<file path="src/hdl/dsc_pkg.sv">
package dsc_pkg;

  localparam int ELAPSED_BITS_DEF = 32;
  localparam int BUTTON_COUNT     = 3;

  localparam int SINCE_W   = 11;
  localparam int DEB_W     = 8;
  localparam int CFG_W     = 11;
  localparam int CFG_IDX_W = 2;
  localparam int REQ_W     = 4;
  localparam int HALF_W    = 5;

  localparam int IN_TDATA_W  = 8;
  localparam int OUT_TDATA_W = 72;

  // register indexes on the configuration port
  localparam logic [CFG_IDX_W-1:0] CFG_DEBOUNCE = 2'd0;
  localparam logic [CFG_IDX_W-1:0] CFG_HOLD     = 2'd1;
  localparam logic [CFG_IDX_W-1:0] CFG_BEEP_INT = 2'd2;

  localparam logic [DEB_W-1:0] DEBOUNCE_RST = 8'd20;
  localparam logic [CFG_W-1:0] HOLD_RST     = 11'd400;
  localparam logic [CFG_W-1:0] BEEP_INT_RST = 11'd350;

  // button event codes
  localparam logic [1:0] EV_NONE  = 2'd0;
  localparam logic [1:0] EV_PRESS = 2'd1;
  localparam logic [1:0] EV_HOLD  = 2'd2;

  // watch_mode codes as reported
  localparam logic [1:0] WM_STOPPED = 2'd0;
  localparam logic [1:0] WM_RUNNING = 2'd1;
  localparam logic [1:0] WM_PAUSED  = 2'd2;

  // button lane indexes
  localparam int BTN_UP   = 0;
  localparam int BTN_OK   = 1;
  localparam int BTN_DOWN = 2;

  localparam logic [6:0] MS_IN_TENTH_MAX = 7'd99;
  localparam logic [3:0] TENTHS_MAX      = 4'd9;
  localparam logic [5:0] SEC_MAX         = 6'd59;
  localparam logic [5:0] MIN_MAX         = 6'd59;

  typedef enum logic [2:0] {
    MODE_STOPPED = 3'b001,
    MODE_RUNNING = 3'b010,
    MODE_PAUSED  = 3'b100
  } mode_t;

  typedef struct packed {
    logic [DEB_W-1:0] debounce_ms;
    logic [CFG_W-1:0] hold_ms;
    logic [CFG_W-1:0] beep_interval_ms;
  } cfg_t;

  typedef struct packed {
    logic [1:0]  watch_mode;
    logic [31:0] elapsed_ms;
    logic [10:0] shown_hours;
    logic [5:0]  shown_minutes;
    logic [5:0]  shown_seconds;
    logic [3:0]  shown_tenths;
    logic [1:0]  up_event;
    logic        set_time_request;
    logic        tone_start;
  } result_t;

  function automatic logic [SINCE_W-1:0] sat_inc(input logic [SINCE_W-1:0] v);
    sat_inc = (&v) ? v : v + SINCE_W'(1);
  endfunction

endpackage

</file>
<file path="src/hdl/dsc_button_lane.sv">
module dsc_button_lane (
  input  logic                clk,
  input  logic                rst_n,
  input  logic                step,
  input  logic                level,
  input  dsc_pkg::cfg_t       cfg,
  output logic [1:0]          event_code
);

  logic                         last_r, last_nxt;
  logic [dsc_pkg::SINCE_W-1:0]  since_r, since_nxt;
  logic                         consumed_r, consumed_nxt;
  logic [dsc_pkg::SINCE_W-1:0]  deb_ext;

  assign deb_ext = dsc_pkg::SINCE_W'(cfg.debounce_ms);

  always_comb begin
    consumed_nxt = consumed_r;
    event_code   = dsc_pkg::EV_NONE;
    since_nxt    = (level != last_r) ? '0 : dsc_pkg::sat_inc(since_r);
    last_nxt     = level;
    if (since_nxt > cfg.hold_ms && !level) begin
      consumed_nxt = 1'b1;
      event_code   = dsc_pkg::EV_HOLD;
    end else if (since_nxt > deb_ext && since_nxt < cfg.hold_ms) begin
      if (!consumed_r && level) begin
        consumed_nxt = 1'b1;
        event_code   = dsc_pkg::EV_PRESS;
      end else if (!level) begin
        // stable low inside the press window arms a press on release
        consumed_nxt = 1'b0;
      end
    end
  end

  always_ff @(posedge clk) begin
    if (!rst_n) begin
      last_r     <= 1'b1;
      since_r    <= '0;
      consumed_r <= 1'b1;
    end else if (step) begin
      last_r     <= last_nxt;
      since_r    <= since_nxt;
      consumed_r <= consumed_nxt;
    end
  end

endmodule

</file>
<file path="src/hdl/dsc_beep_seq.sv">
module dsc_beep_seq (
  input  logic                          clk,
  input  logic                          rst_n,
  input  logic                          step,
  input  logic [dsc_pkg::REQ_W-1:0]     beep_request,
  input  logic [dsc_pkg::CFG_W-1:0]     beep_interval_ms,
  output logic                          tone_start
);

  logic [dsc_pkg::HALF_W-1:0]  half_r, half_nxt, half_a, half_b;
  logic [dsc_pkg::SINCE_W-1:0] since_r, since_nxt, since_a, since_b;
  logic                        pulse_a, pulse_b;

  always_comb begin
    since_a = dsc_pkg::sat_inc(since_r);
    half_a  = half_r;
    pulse_a = 1'b0;
    // first step on the running sequence
    if (half_a != '0 && since_a > beep_interval_ms) begin
      pulse_a = half_a[0];
      since_a = '0;
      half_a  = half_a - dsc_pkg::HALF_W'(1);
    end
    since_b = since_a;
    half_b  = half_a;
    pulse_b = 1'b0;
    // a new request reloads and gets a second step
    if (beep_request != '0) begin
      half_b = {beep_request, 1'b0} - dsc_pkg::HALF_W'(1);
      if (since_b > beep_interval_ms) begin
        pulse_b = half_b[0];
        since_b = '0;
        half_b  = half_b - dsc_pkg::HALF_W'(1);
      end
    end
    half_nxt   = half_b;
    since_nxt  = since_b;
    tone_start = pulse_a | pulse_b;
  end

  always_ff @(posedge clk) begin
    if (!rst_n) begin
      half_r  <= '0;
      since_r <= '0;
    end else if (step) begin
      half_r  <= half_nxt;
      since_r <= since_nxt;
    end
  end

endmodule

</file>
<file path="src/hdl/dsc_watch_merge.sv">
module dsc_watch_merge #(
  parameter int ELAPSED_BITS = dsc_pkg::ELAPSED_BITS_DEF
) (
  input  logic              clk,
  input  logic              rst_n,
  input  logic              step,
  input  logic [1:0]        ev_up,
  input  logic [1:0]        ev_ok,
  input  logic [1:0]        ev_down,
  input  logic              tone,
  output dsc_pkg::result_t  result
);

  dsc_pkg::mode_t           mode_r, mode_nxt;
  logic [ELAPSED_BITS-1:0]  elapsed_r, elapsed_nxt;
  logic [6:0]               ms_r, ms_nxt;
  logic [3:0]               tenths_r, tenths_nxt;
  logic [5:0]               sec_r, sec_nxt;
  logic [5:0]               min_r, min_nxt;
  logic [10:0]              hours_r, hours_nxt;
  logic                     counting, clear;
  logic [1:0]               mode_code;

  always_comb begin
    counting    = (mode_r == dsc_pkg::MODE_RUNNING);
    elapsed_nxt = elapsed_r;
    ms_nxt      = ms_r;
    tenths_nxt  = tenths_r;
    sec_nxt     = sec_r;
    min_nxt     = min_r;
    hours_nxt   = hours_r;

    // mixed-radix digits follow the binary count, so no divider is needed
    if (counting) begin
      elapsed_nxt = elapsed_r + ELAPSED_BITS'(1);
      if (&elapsed_r) begin
        ms_nxt     = '0;
        tenths_nxt = '0;
        sec_nxt    = '0;
        min_nxt    = '0;
        hours_nxt  = '0;
      end else if (ms_r != dsc_pkg::MS_IN_TENTH_MAX) begin
        ms_nxt = ms_r + 7'd1;
      end else begin
        ms_nxt = '0;
        if (tenths_r != dsc_pkg::TENTHS_MAX) begin
          tenths_nxt = tenths_r + 4'd1;
        end else begin
          tenths_nxt = '0;
          if (sec_r != dsc_pkg::SEC_MAX) begin
            sec_nxt = sec_r + 6'd1;
          end else begin
            sec_nxt = '0;
            if (min_r != dsc_pkg::MIN_MAX) begin
              min_nxt = min_r + 6'd1;
            end else begin
              min_nxt   = '0;
              hours_nxt = hours_r + 11'd1;
            end
          end
        end
      end
    end

    mode_nxt = mode_r;
    clear    = 1'b0;
    if (ev_up == dsc_pkg::EV_PRESS) begin
      case (mode_r)
        dsc_pkg::MODE_STOPPED: begin
          mode_nxt = dsc_pkg::MODE_RUNNING;
          clear    = 1'b1;
        end
        dsc_pkg::MODE_RUNNING: mode_nxt = dsc_pkg::MODE_PAUSED;
        default:               mode_nxt = dsc_pkg::MODE_RUNNING;
      endcase
    end
    // down wins over up
    if (ev_down != dsc_pkg::EV_NONE) begin
      mode_nxt = dsc_pkg::MODE_STOPPED;
      clear    = 1'b1;
    end
    if (clear) begin
      elapsed_nxt = '0;
      ms_nxt      = '0;
      tenths_nxt  = '0;
      sec_nxt     = '0;
      min_nxt     = '0;
      hours_nxt   = '0;
    end

    case (mode_nxt)
      dsc_pkg::MODE_STOPPED: mode_code = dsc_pkg::WM_STOPPED;
      dsc_pkg::MODE_RUNNING: mode_code = dsc_pkg::WM_RUNNING;
      dsc_pkg::MODE_PAUSED:  mode_code = dsc_pkg::WM_PAUSED;
      default:               mode_code = dsc_pkg::WM_STOPPED;
    endcase

    result.watch_mode       = mode_code;
    result.elapsed_ms       = 32'(elapsed_nxt);
    result.shown_hours      = hours_nxt;
    result.shown_minutes    = min_nxt;
    result.shown_seconds    = sec_nxt;
    result.shown_tenths     = tenths_nxt;
    result.up_event         = ev_up;
    result.set_time_request = (ev_ok == dsc_pkg::EV_HOLD);
    result.tone_start       = tone;
  end

  always_ff @(posedge clk) begin
    if (!rst_n) begin
      mode_r    <= dsc_pkg::MODE_STOPPED;
      elapsed_r <= '0;
      ms_r      <= '0;
      tenths_r  <= '0;
      sec_r     <= '0;
      min_r     <= '0;
      hours_r   <= '0;
    end else if (step) begin
      mode_r    <= mode_nxt;
      elapsed_r <= elapsed_nxt;
      ms_r      <= ms_nxt;
      tenths_r  <= tenths_nxt;
      sec_r     <= sec_nxt;
      min_r     <= min_nxt;
      hours_r   <= hours_nxt;
    end
  end

endmodule

</file>
<file path="src/hdl/debounced_stopwatch_controller.sv">
// channel  | direction | handshake           | payload
// in_      | slave     | in_tvalid/tready    | in_tdata: levels and beep request
// out_     | master    | out_tvalid/tready   | out_tdata: mode, time, events, tone
// cfg_     | write     | cfg_wen             | cfg_index, cfg_wdata
//
// one tick per cycle while in_tready is high; each result is registered.
// three debounce lanes and the beep sequencer run in parallel, the watch
// stage merges their events.
// two-entry output buffer: in_tready drops only while both entries are full.
// rst_n synchronous, active low; restores register defaults and clears state.
module debounced_stopwatch_controller #(
  parameter int ELAPSED_BITS = dsc_pkg::ELAPSED_BITS_DEF
) (
  input  logic                               clk,
  input  logic                               rst_n,
  input  logic                               in_tvalid,
  output logic                               in_tready,
  // up_level, ok_level, down_level, beep_request[3:0], pad
  input  logic [dsc_pkg::IN_TDATA_W-1:0]     in_tdata,
  output logic                               out_tvalid,
  input  logic                               out_tready,
  // watch_mode[1:0], elapsed_ms[31:0], shown_hours[10:0], shown_minutes[5:0],
  // shown_seconds[5:0], shown_tenths[3:0], up_event[1:0], set_time_request,
  // tone_start, pad
  output logic [dsc_pkg::OUT_TDATA_W-1:0]    out_tdata,
  input  logic                               cfg_wen,
  input  logic [dsc_pkg::CFG_IDX_W-1:0]      cfg_index,
  input  logic [dsc_pkg::CFG_W-1:0]          cfg_wdata
);

  dsc_pkg::cfg_t     cfg_r;
  dsc_pkg::result_t  res;
  logic              step;
  logic [1:0]        ev [dsc_pkg::BUTTON_COUNT];
  logic              tone;
  logic [dsc_pkg::OUT_TDATA_W-1:0] packed_res;

  logic                            main_v_r, main_v_nxt, skid_v_r, skid_v_nxt;
  logic [dsc_pkg::OUT_TDATA_W-1:0] main_d_r, main_d_nxt, skid_d_r, skid_d_nxt;
  logic                            pop;

  assign in_tready = !skid_v_r;
  assign step      = in_tvalid && in_tready;

  always_ff @(posedge clk) begin
    if (!rst_n) begin
      cfg_r.debounce_ms      <= dsc_pkg::DEBOUNCE_RST;
      cfg_r.hold_ms          <= dsc_pkg::HOLD_RST;
      cfg_r.beep_interval_ms <= dsc_pkg::BEEP_INT_RST;
    end else if (cfg_wen) begin
      case (cfg_index)
        dsc_pkg::CFG_DEBOUNCE: cfg_r.debounce_ms <= cfg_wdata[dsc_pkg::DEB_W-1:0];
        dsc_pkg::CFG_HOLD:     cfg_r.hold_ms <= cfg_wdata;
        dsc_pkg::CFG_BEEP_INT: cfg_r.beep_interval_ms <= cfg_wdata;
        default: ;
      endcase
    end
  end

  for (genvar b = 0; b < dsc_pkg::BUTTON_COUNT; b++) begin : g_lane
    dsc_button_lane u_lane (
      .clk        (clk),
      .rst_n      (rst_n),
      .step       (step),
      .level      (in_tdata[b]),
      .cfg        (cfg_r),
      .event_code (ev[b])
    );
  end

  dsc_beep_seq u_beep (
    .clk              (clk),
    .rst_n            (rst_n),
    .step             (step),
    .beep_request     (in_tdata[6:3]),
    .beep_interval_ms (cfg_r.beep_interval_ms),
    .tone_start       (tone)
  );

  dsc_watch_merge #(
    .ELAPSED_BITS (ELAPSED_BITS)
  ) u_merge (
    .clk     (clk),
    .rst_n   (rst_n),
    .step    (step),
    .ev_up   (ev[dsc_pkg::BTN_UP]),
    .ev_ok   (ev[dsc_pkg::BTN_OK]),
    .ev_down (ev[dsc_pkg::BTN_DOWN]),
    .tone    (tone),
    .result  (res)
  );

  assign packed_res = {7'd0, res.tone_start, res.set_time_request, res.up_event,
                       res.shown_tenths, res.shown_seconds, res.shown_minutes,
                       res.shown_hours, res.elapsed_ms, res.watch_mode};

  assign pop = main_v_r && out_tready;

  always_comb begin
    main_v_nxt = main_v_r;
    main_d_nxt = main_d_r;
    skid_v_nxt = skid_v_r;
    skid_d_nxt = skid_d_r;
    if (pop) begin
      main_v_nxt = skid_v_r;
      main_d_nxt = skid_d_r;
      skid_v_nxt = 1'b0;
    end
    // skid full blocks step, so a new result never meets a full skid
    if (step) begin
      if (!main_v_nxt) begin
        main_v_nxt = 1'b1;
        main_d_nxt = packed_res;
      end else begin
        skid_v_nxt = 1'b1;
        skid_d_nxt = packed_res;
      end
    end
  end

  always_ff @(posedge clk) begin
    if (!rst_n) begin
      main_v_r <= 1'b0;
      skid_v_r <= 1'b0;
    end else begin
      main_v_r <= main_v_nxt;
      skid_v_r <= skid_v_nxt;
    end
  end

  always_ff @(posedge clk) begin
    main_d_r <= main_d_nxt;
    skid_d_r <= skid_d_nxt;
  end

  assign out_tvalid = main_v_r;
  assign out_tdata  = main_d_r;

  a_skid_behind_main: assert property (@(posedge clk) disable iff (!rst_n)
    skid_v_r |-> main_v_r)
    else $error("skid entry held while output entry empty");

  a_stall_fills_skid: assert property (@(posedge clk) disable iff (!rst_n)
    (step && main_v_r && !out_tready) |=> skid_v_r)
    else $error("transfer during output stall not kept in skid");

  a_stopped_is_cleared: assert property (@(posedge clk) disable iff (!rst_n)
    (out_tvalid && out_tdata[1:0] == dsc_pkg::WM_STOPPED) |-> (out_tdata[33:2] == '0))
    else $error("stopped watch reports nonzero time");

  a_no_result_without_transfer: assert property (@(posedge clk) disable iff (!rst_n)
    (!main_v_r && !step) |=> !out_tvalid)
    else $error("result appeared without an input transfer");

endmodule
</file>
<file path="config.mk">
export PLATFORM = sky130hd
export DESIGN_NAME = debounced_stopwatch_controller
export DESIGN_NICKNAME = d
export VERILOG_FILES = /design/src/hdl/dsc_pkg.sv /design/src/hdl/dsc_button_lane.sv /design/src/hdl/dsc_beep_seq.sv /design/src/hdl/dsc_watch_merge.sv /design/src/hdl/debounced_stopwatch_controller.sv
export SDC_FILE = /design/constraint.sdc
export NUM_CORES = 1
export LEC_CHECK = 0
export BUFFER_PORTS_ARGS = -buffer_cell sky130_fd_sc_hd__buf_2
export CAP_MARGIN = 20
export CORE_AREA = 3 3 176 247
export DETAILED_ROUTE_END_ITERATION = 16
export DIE_AREA = 0 0 179 250
export PLACE_DENSITY = 0.63
export SLEW_MARGIN = 30
export SYNTH_ARGS = -nofsm -noshare
export SYNTH_HDL_FRONTEND = slang
export SYNTH_SLANG_ARGS = --single-unit
</file>
<file path="constraint.sdc">
create_clock -name clk -period 16 [get_ports clk]
set_input_delay 3.2 -clock clk [delete_from_list [all_inputs] [get_ports clk]]
set_output_delay 3.2 -clock clk [all_outputs]
set_load 0.05 [all_outputs]
</file>
* Yosys cells after proc, flatten, opt, wreduce, memory -nomap -nowiden
Index checks and enable logic that the tools add are counted.
Storage, ports and cells: bits in latches 0, memory bits (writable) 0, logic and storage cells 193, bits of input ports 26, bits in registers 293, output and inout port bits 74, memories 0, ROM bits 0
Operators by class: multiplexer cells 83, reduce and logical (&&, ||, !) cells 42, $add $sub $neg 13, equality and inequality tests 18, shift operators 0, bitwise operators 1, div/mod/pow operators 0, magnitude comparators 11, $mul 0
Operators with widths (number):
- 72-bit two-way mux | 3
- 11-bit two-way mux | 17
- 6-bit two-way mux | 13
- 32-bit two-way mux | 2
- 11-bit by 1-bit adder with 11-bit output, second input constant | 5
- 11-bit greater-than comparator | 5
- 11-bit AND reduction | 4
- 11-bit by 8-bit greater-than comparator with 1-bit output | 3
- 11-bit < comparator | 3
- 32-bit by 1-bit adder with 32-bit output, second input constant | 1
- 32-bit AND reduction | 1
- 7-bit two-way mux | 4
- 1-bit two-way mux | 26
- 4-bit two-way mux | 5
- 5-bit two-way mux | 3
- 5-bit by 1-bit subtractor with 5-bit output, second input constant | 3
- 6-bit by 1-bit adder with 6-bit output, second input constant | 2
- 1-bit logical AND | 12
- 2-bit two-way mux | 6
- 6-bit inequality test, second input constant | 2
- 2-bit AND reduction | 6
- 2-bit nonzero test | 6
- 3-bit two-way mux | 3
- 3-bit by 1-bit inequality test with 1-bit output, second input constant | 3
- 17 further kinds | 30

* Depth between registers and ports, before layout
word-level depth 14, gate-level depth with buffers 26, depth with buffers taken out 23

* Hierarchy
A second synthesis with hierarchy kept.
Second synthesis, totals: cells, all modules 1810, area total of the unflattened synthesis 16942.5 sq um
Modules (own cells, without submodules):
- debounced_stopwatch_controller | instances 1, cells an instance 428, seq. area each 4033.9 sq um, area an instance 6203.4 sq um
- dsc_watch_merge | instances 1, cells an instance 666, seq. area each 1381.3 sq um, area an instance 5083.6 sq um
- dsc_button_lane at g_lane[1].u_lane ... | instances 2, cells an instance 159, seq. area each 260.2 sq um, area an instance 1298.7 sq um
- dsc_beep_seq | instances 1, cells an instance 220, seq. area each 320.3 sq um, area an instance 1645.3 sq um
- dsc_button_lane at g_lane[0].u_lane | instances 1, cells an instance 178, seq. area each 260.2 sq um, area an instance 1412.6 sq um

* Worst setup path before layout
OpenSTA, ideal clock, no wires.
path type input -> register, start input port in_tvalid, end register skid_d_r[0] in the netlist's numbering, enable pin, stages on the path 4, library setup time 490 ps, data required time 15510 ps, slack 8985 ps, data arrival time 6525 ps, buffers on the path 2, cells stage by stage nand2_1 clkbuf_1 buf_1 nor2_1
Between the ends: cells in the longest elaborated chain, start to end 2
RTL lines:
- start, declared | RTL line debounced_stopwatch_controller.sv:16 | input logic in_tvalid,
- 1-bit logical AND | RTL line debounced_stopwatch_controller.sv:43 | assign step = in_tvalid && in_tready;
- 2-bit AND reduction (no line)
- end signal, assigned | RTL line debounced_stopwatch_controller.sv:133 | skid_d_r <= skid_d_nxt;
- end, declared | RTL line debounced_stopwatch_controller.sv:39 | logic [dsc_pkg::OUT_TDATA_W-1:0] main_d_r, main_d_nxt, skid_d_r, skid_d_nxt;
Every way passes these cells. A chain may end at the register's enable or synchronous reset.

* Final worst setup path
start input port in_tdata[2] in the netlist's numbering, end register u_merge.hours_r[10]
Between the ends: cells in the longest elaborated chain, start to end 9, elaborated cells between the ends (all ways) 15, those cells by class order compare: 3; eq/ne: 1; mux: 6; reduce/logical: 5
RTL lines:
- start, declared | RTL line debounced_stopwatch_controller.sv:19 | input logic [dsc_pkg::IN_TDATA_W-1:0] in_tdata,
- 1-bit inequality test * | RTL line dsc_button_lane.sv:20 | since_nxt = (level != last_r) ? '0 : dsc_pkg::sat_inc(since_r);
- 11-bit two-way mux * | RTL line dsc_button_lane.sv:20
- named net g_lane[2].u_lane.since_nxt, one bit | RTL line dsc_button_lane.sv:11 | logic [dsc_pkg::SINCE_W-1:0] since_r, since_nxt;
- 11-bit by 8-bit greater-than comparator with 1-bit output / 11-bit < comparator (equally long branches) | RTL line dsc_button_lane.sv:25 | end else if (since_nxt > deb_ext && since_nxt < cfg.hold_ms) begin
- 1-bit logical AND | RTL line dsc_button_lane.sv:25
- 2-bit two-way mux | RTL line dsc_button_lane.sv:25
- 2-bit two-way mux * | RTL line dsc_button_lane.sv:22 | if (since_nxt > cfg.hold_ms && !level) begin
- 2-bit nonzero test * | RTL line dsc_watch_merge.sv:78 | if (ev_down != dsc_pkg::EV_NONE) begin
- 1-bit two-way mux * | RTL line dsc_watch_merge.sv:78
- 11-bit two-way mux * | RTL line dsc_watch_merge.sv:82 | if (clear) begin
- end signal, assigned | RTL line dsc_watch_merge.sv:125 | hours_r <= hours_nxt;
- end, declared | RTL line dsc_watch_merge.sv:20 | logic [10:0] hours_r, hours_nxt;
Mark *: on every way through the listed nets, which the timed path passes. The rest lies on a longest branch.

==> flow_summary.yaml <==
outcome:
  status: "finished clean"
power:
  fin_total_pwr_mw: 1.65
  ir_drop_mv: 0.0862
  p_leak_nw: 7.20
  p_per_area_nw_per_um2: 93.6
timing:
  rsz0062_at_grt: "false"
  drv_slew: 0
  finalSetupViolations: 0
  worstMarginPinSlew_ps: 964
  layout_min_cycle_time_ps: 7680
  final.setup.tns_ps: 0
  hold_viol: 0
  fin_worst_skew_ps: 20.1
  fin_ws_ps: 8320
  timing.fmax_mhz: 130
  maxSlewHeadroom: 0.351
  period_share: 0.480
floorplan:
  die_h_microns: 250
  dieArea_sq_um: 44800
  initial_utilization: 0.381
  rows: 88
  coreArea_sq_um: 41300
  die_w_microns: 179
  io_pins: 100
synthesis:
  synthXorXnorAreaFrac: 0.0429
  synth_compound_area_frac: 0.166
  synth_mux_area_frac: 0.0206
  yosysWarnings: 0
  synthesis.area_sq_um: 15700
  synth_edf_count: 65
  synth_top_family_by_area: "simple AND/OR/NAND/NOR gates"
  synthSimpleGateAreaFrac: 0.243
  synth_ff_type: "dfxtp_1"
  synth_seq_cells: 292
  synth_cell_types: 66
  synth_fa_ha_area_frac: 0.0669
  synth_nets: 1989
  async_flop_share: 0
  avgSynthCellArea_sq_um: 8.37
  yosysSeqAreaShare: 0.413
  synthesis.instances: 1879
worst_setup_path:
  cp.arrival_ps: 8140
  crit_fanout: 75
  slowest_delay_ps: 770
  crit_chain: "buf_2 > xor2_1 > nor2_1 > ha_1 > a211o_1 > a21oi_1 > a21oi_1 > or3_1 > o41a_1 > a22oi_2 > buf_4 > nand2_1 > o311ai_0"
  critPathLaunchType: "input port"
  path_common_cell: "a21oi_1"
  cp.buffers_inverters: 2
  path_delay_family: "compound AO/OA/AOI/OAI gates"
  worstPathRequired_ps: 16460
  path_class: "in2reg"
  slowest_stage: "nand2_1"
  end_kind: "flip-flop"
clocking:
  cts_root_buf: "clkbuf_16"
  cts_resized: 0
  post_cts_buffers: 0
  cts_tree: "yes"
  cts_buffer_depth: 3
  hold_buffers: 0
  cts_buffers: 30
  cts.clk_slew.worst_paths_ps: 60
  clock_latency_ps: 570
  htree_num_levels: 1
  cts.sinks: 292
placement:
  pre_cts_ws_ps: 7770
  io_buffers: 98
  gp_congestion: 0.857
  hpwlAfterDp_microns: 27300
detailed_routing:
  drc_errors: 0
  drtAntennaViolNets: 0
  wl_per_cell_microns: 16.7
  dr_total_vias: 13600
  initialDrtViolationCount: 884
  viasPerCell: 5.52
  first_pass_iters: 5
  wl_microns: 41200
job:
  maxCapViolCount: 0
global_routing:
  grt_antenna_before_repair: 0
  first_global_vias: 13300
  grt_max_degree: 100
  grt_usage: 0.179
  grt-ovfl-total: 0
  grt_pass1_wl_microns: 66600
cells_and_area:
  layout_common_cells: "263 x nand2_1, 226 x dfxtp_1, 150 x nand3_1, 148 x a21oi_1, 142 x nor2_1"
  drive_above_1_share: 0.105
  antenna_cells: 0
  nNetsFinal: 2012
  mostFrequentLayoutCell: "nand2_1"
  area_delta_synth_final_pct: 11.9
worst_hold_path:
  hold_class: "reg2reg"
-- sequential cells by signal, indices dropped and copies added (netlist names), 4 cells and up --
register,cells
cfg_r,30
u_merge.tenths_r,4
u_beep.since_r,11
u_merge.elapsed_r,32
u_merge.sec_r,6
u_merge.min_r,6
u_beep.half_r,5
u_merge.ms_r,7
skid_d_r,65
g_lane.u_lane.since_r,33
u_merge.hours_r,11
out_tdata,72
-- layer usage --
metal | vias to the layer above | global-route usage | wire length [microns]
met4 | 0 | 0.0611 | 1140
met5 | - | 0 | 0
li1 | 6817 | - | -
met1 | 6425 | 0.217 | 17400
met3 | 65 | 0.0207 | 1850
met2 | 303 | 0.325 | 20800
-- area by class of cell --
cell class                      count  area (sq um)
Clock inverter                     16           166
Sequential cell                   292          6500
Fill cell                        4114         23700
Clock buffer                       40           828
Timing Repair Buffer              113           627
Inverter                           70           264
Tap cell                          540           676
Multi-Input combinational cell   1395          8530
-- path summary, 6_finish.rpt --
check | from | endpoint | slack (ps) | cells past startpoint
min reg2reg | cfg_r[12] | cfg_r[12] | 460 | 2
max | in_tdata[2] | u_merge.hours_r[10] | 8320 | 13
min | cfg_r[12] | cfg_r[12] | 460 | 2
max reg2reg | u_beep.since_r[3] | u_beep.since_r[0] | 9990 | 21
-- worst register-to-register path, cell delays in order, from the launching register on --
cell	delay, ps
dfxtp_1	460
nand4_1	210
or4_1	600
or2_2	440
nand2_1	110
nand2_1	120
ha_1	310
nor2b_1	140
o21a_1	160
o21ai_0	140
a21oi_1	80
o41a_1	620
nor2b_1	210
ha_1	250
o21ai_0	170
a21oi_1	110
o31a_1	110
a2111oi_0	400
a211oi_1	230
nor2_1	630
nand2_1	150
o41ai_1	270
-- metrics by stage --
stage | util | hold WS (ps) | std cells | cell area [sq um]
floorplan | - | 432 | 1879 | 15700
global placement | 0.401 | 445 | 2409 | 16600
detailed placement | 0.402 | 449 | 2410 | 16600
CTS | 0.426 | 457 | 2466 | 17600
global route | 0.426 | 477 | 2466 | 17600
finish | 0.426 | 457 | 2466 | 17600
-- logic make-up after synthesis --
family | Yosys count
mux | 30
compound gates | 410
simple gates | 794
xor+xnor | 77
buf+inv | 192
flops | 292
fa+ha+maj | 84
-- report_power, final --
| group | internal (mW) | switching (mW) | total, mW | leakage, nW |
|---|---|---|---|---|
| Sequential | 0.768 | 0.0101 | 0.778 | 2.51 |
| Combinational | 0.0408 | 0.116 | 0.157 | 4.20 |
| Clock | 0.411 | 0.300 | 0.711 | 0.486 |
| Total | 1.22 | 0.426 | 1.65 | 7.20 |
-- cells in the mapped netlist (all sizes together), types with 4 or more instances --
| cell type | number | area, sq um |
|---|---|---|
| o22ai | 4 | 25.0 |
| a21oi | 149 | 746 |
| nand2b | 9 | 56.3 |
| nand4b | 6 | 52.6 |
| or3 | 12 | 75.1 |
| and3 | 47 | 294 |
| o21ai | 49 | 245 |
| clkbuf | 105 | 395 |
| o311ai | 7 | 61.3 |
| edfxtp | 65 | 1950 |
| a21o | 40 | 300 |
| o41ai | 5 | 43.8 |
| a31oi | 32 | 200 |
| and4 | 7 | 63.8 |
| inv | 70 | 263 |
| nor3b | 5 | 37.5 |
| o21a | 14 | 105 |
| nand3 | 150 | 751 |
| dfxtp | 227 | 4540 |
| xor2 | 42 | 368 |
| buf | 17 | 87.6 |
| a22oi | 5 | 37.5 |
| or4 | 16 | 120 |
| o31ai | 32 | 240 |
| mux2i | 11 | 110 |
| xnor2 | 35 | 307 |
| o2111ai | 5 | 50.0 |
| nor4 | 7 | 43.8 |
| a22o | 4 | 35.0 |
| and2 | 10 | 62.6 |
| nand3b | 14 | 105 |
| nand4 | 53 | 332 |
| a211oi | 17 | 128 |
| mux2 | 19 | 214 |
| or2 | 10 | 62.6 |
| o211ai | 22 | 165 |
| ha | 84 | 1050 |
| nor2 | 143 | 537 |
| nor2b | 8 | 50.1 |
| nand2 | 266 | 998 |
| nor3 | 26 | 130 |
Note: power is estimated with default switching activity, not from simulation.
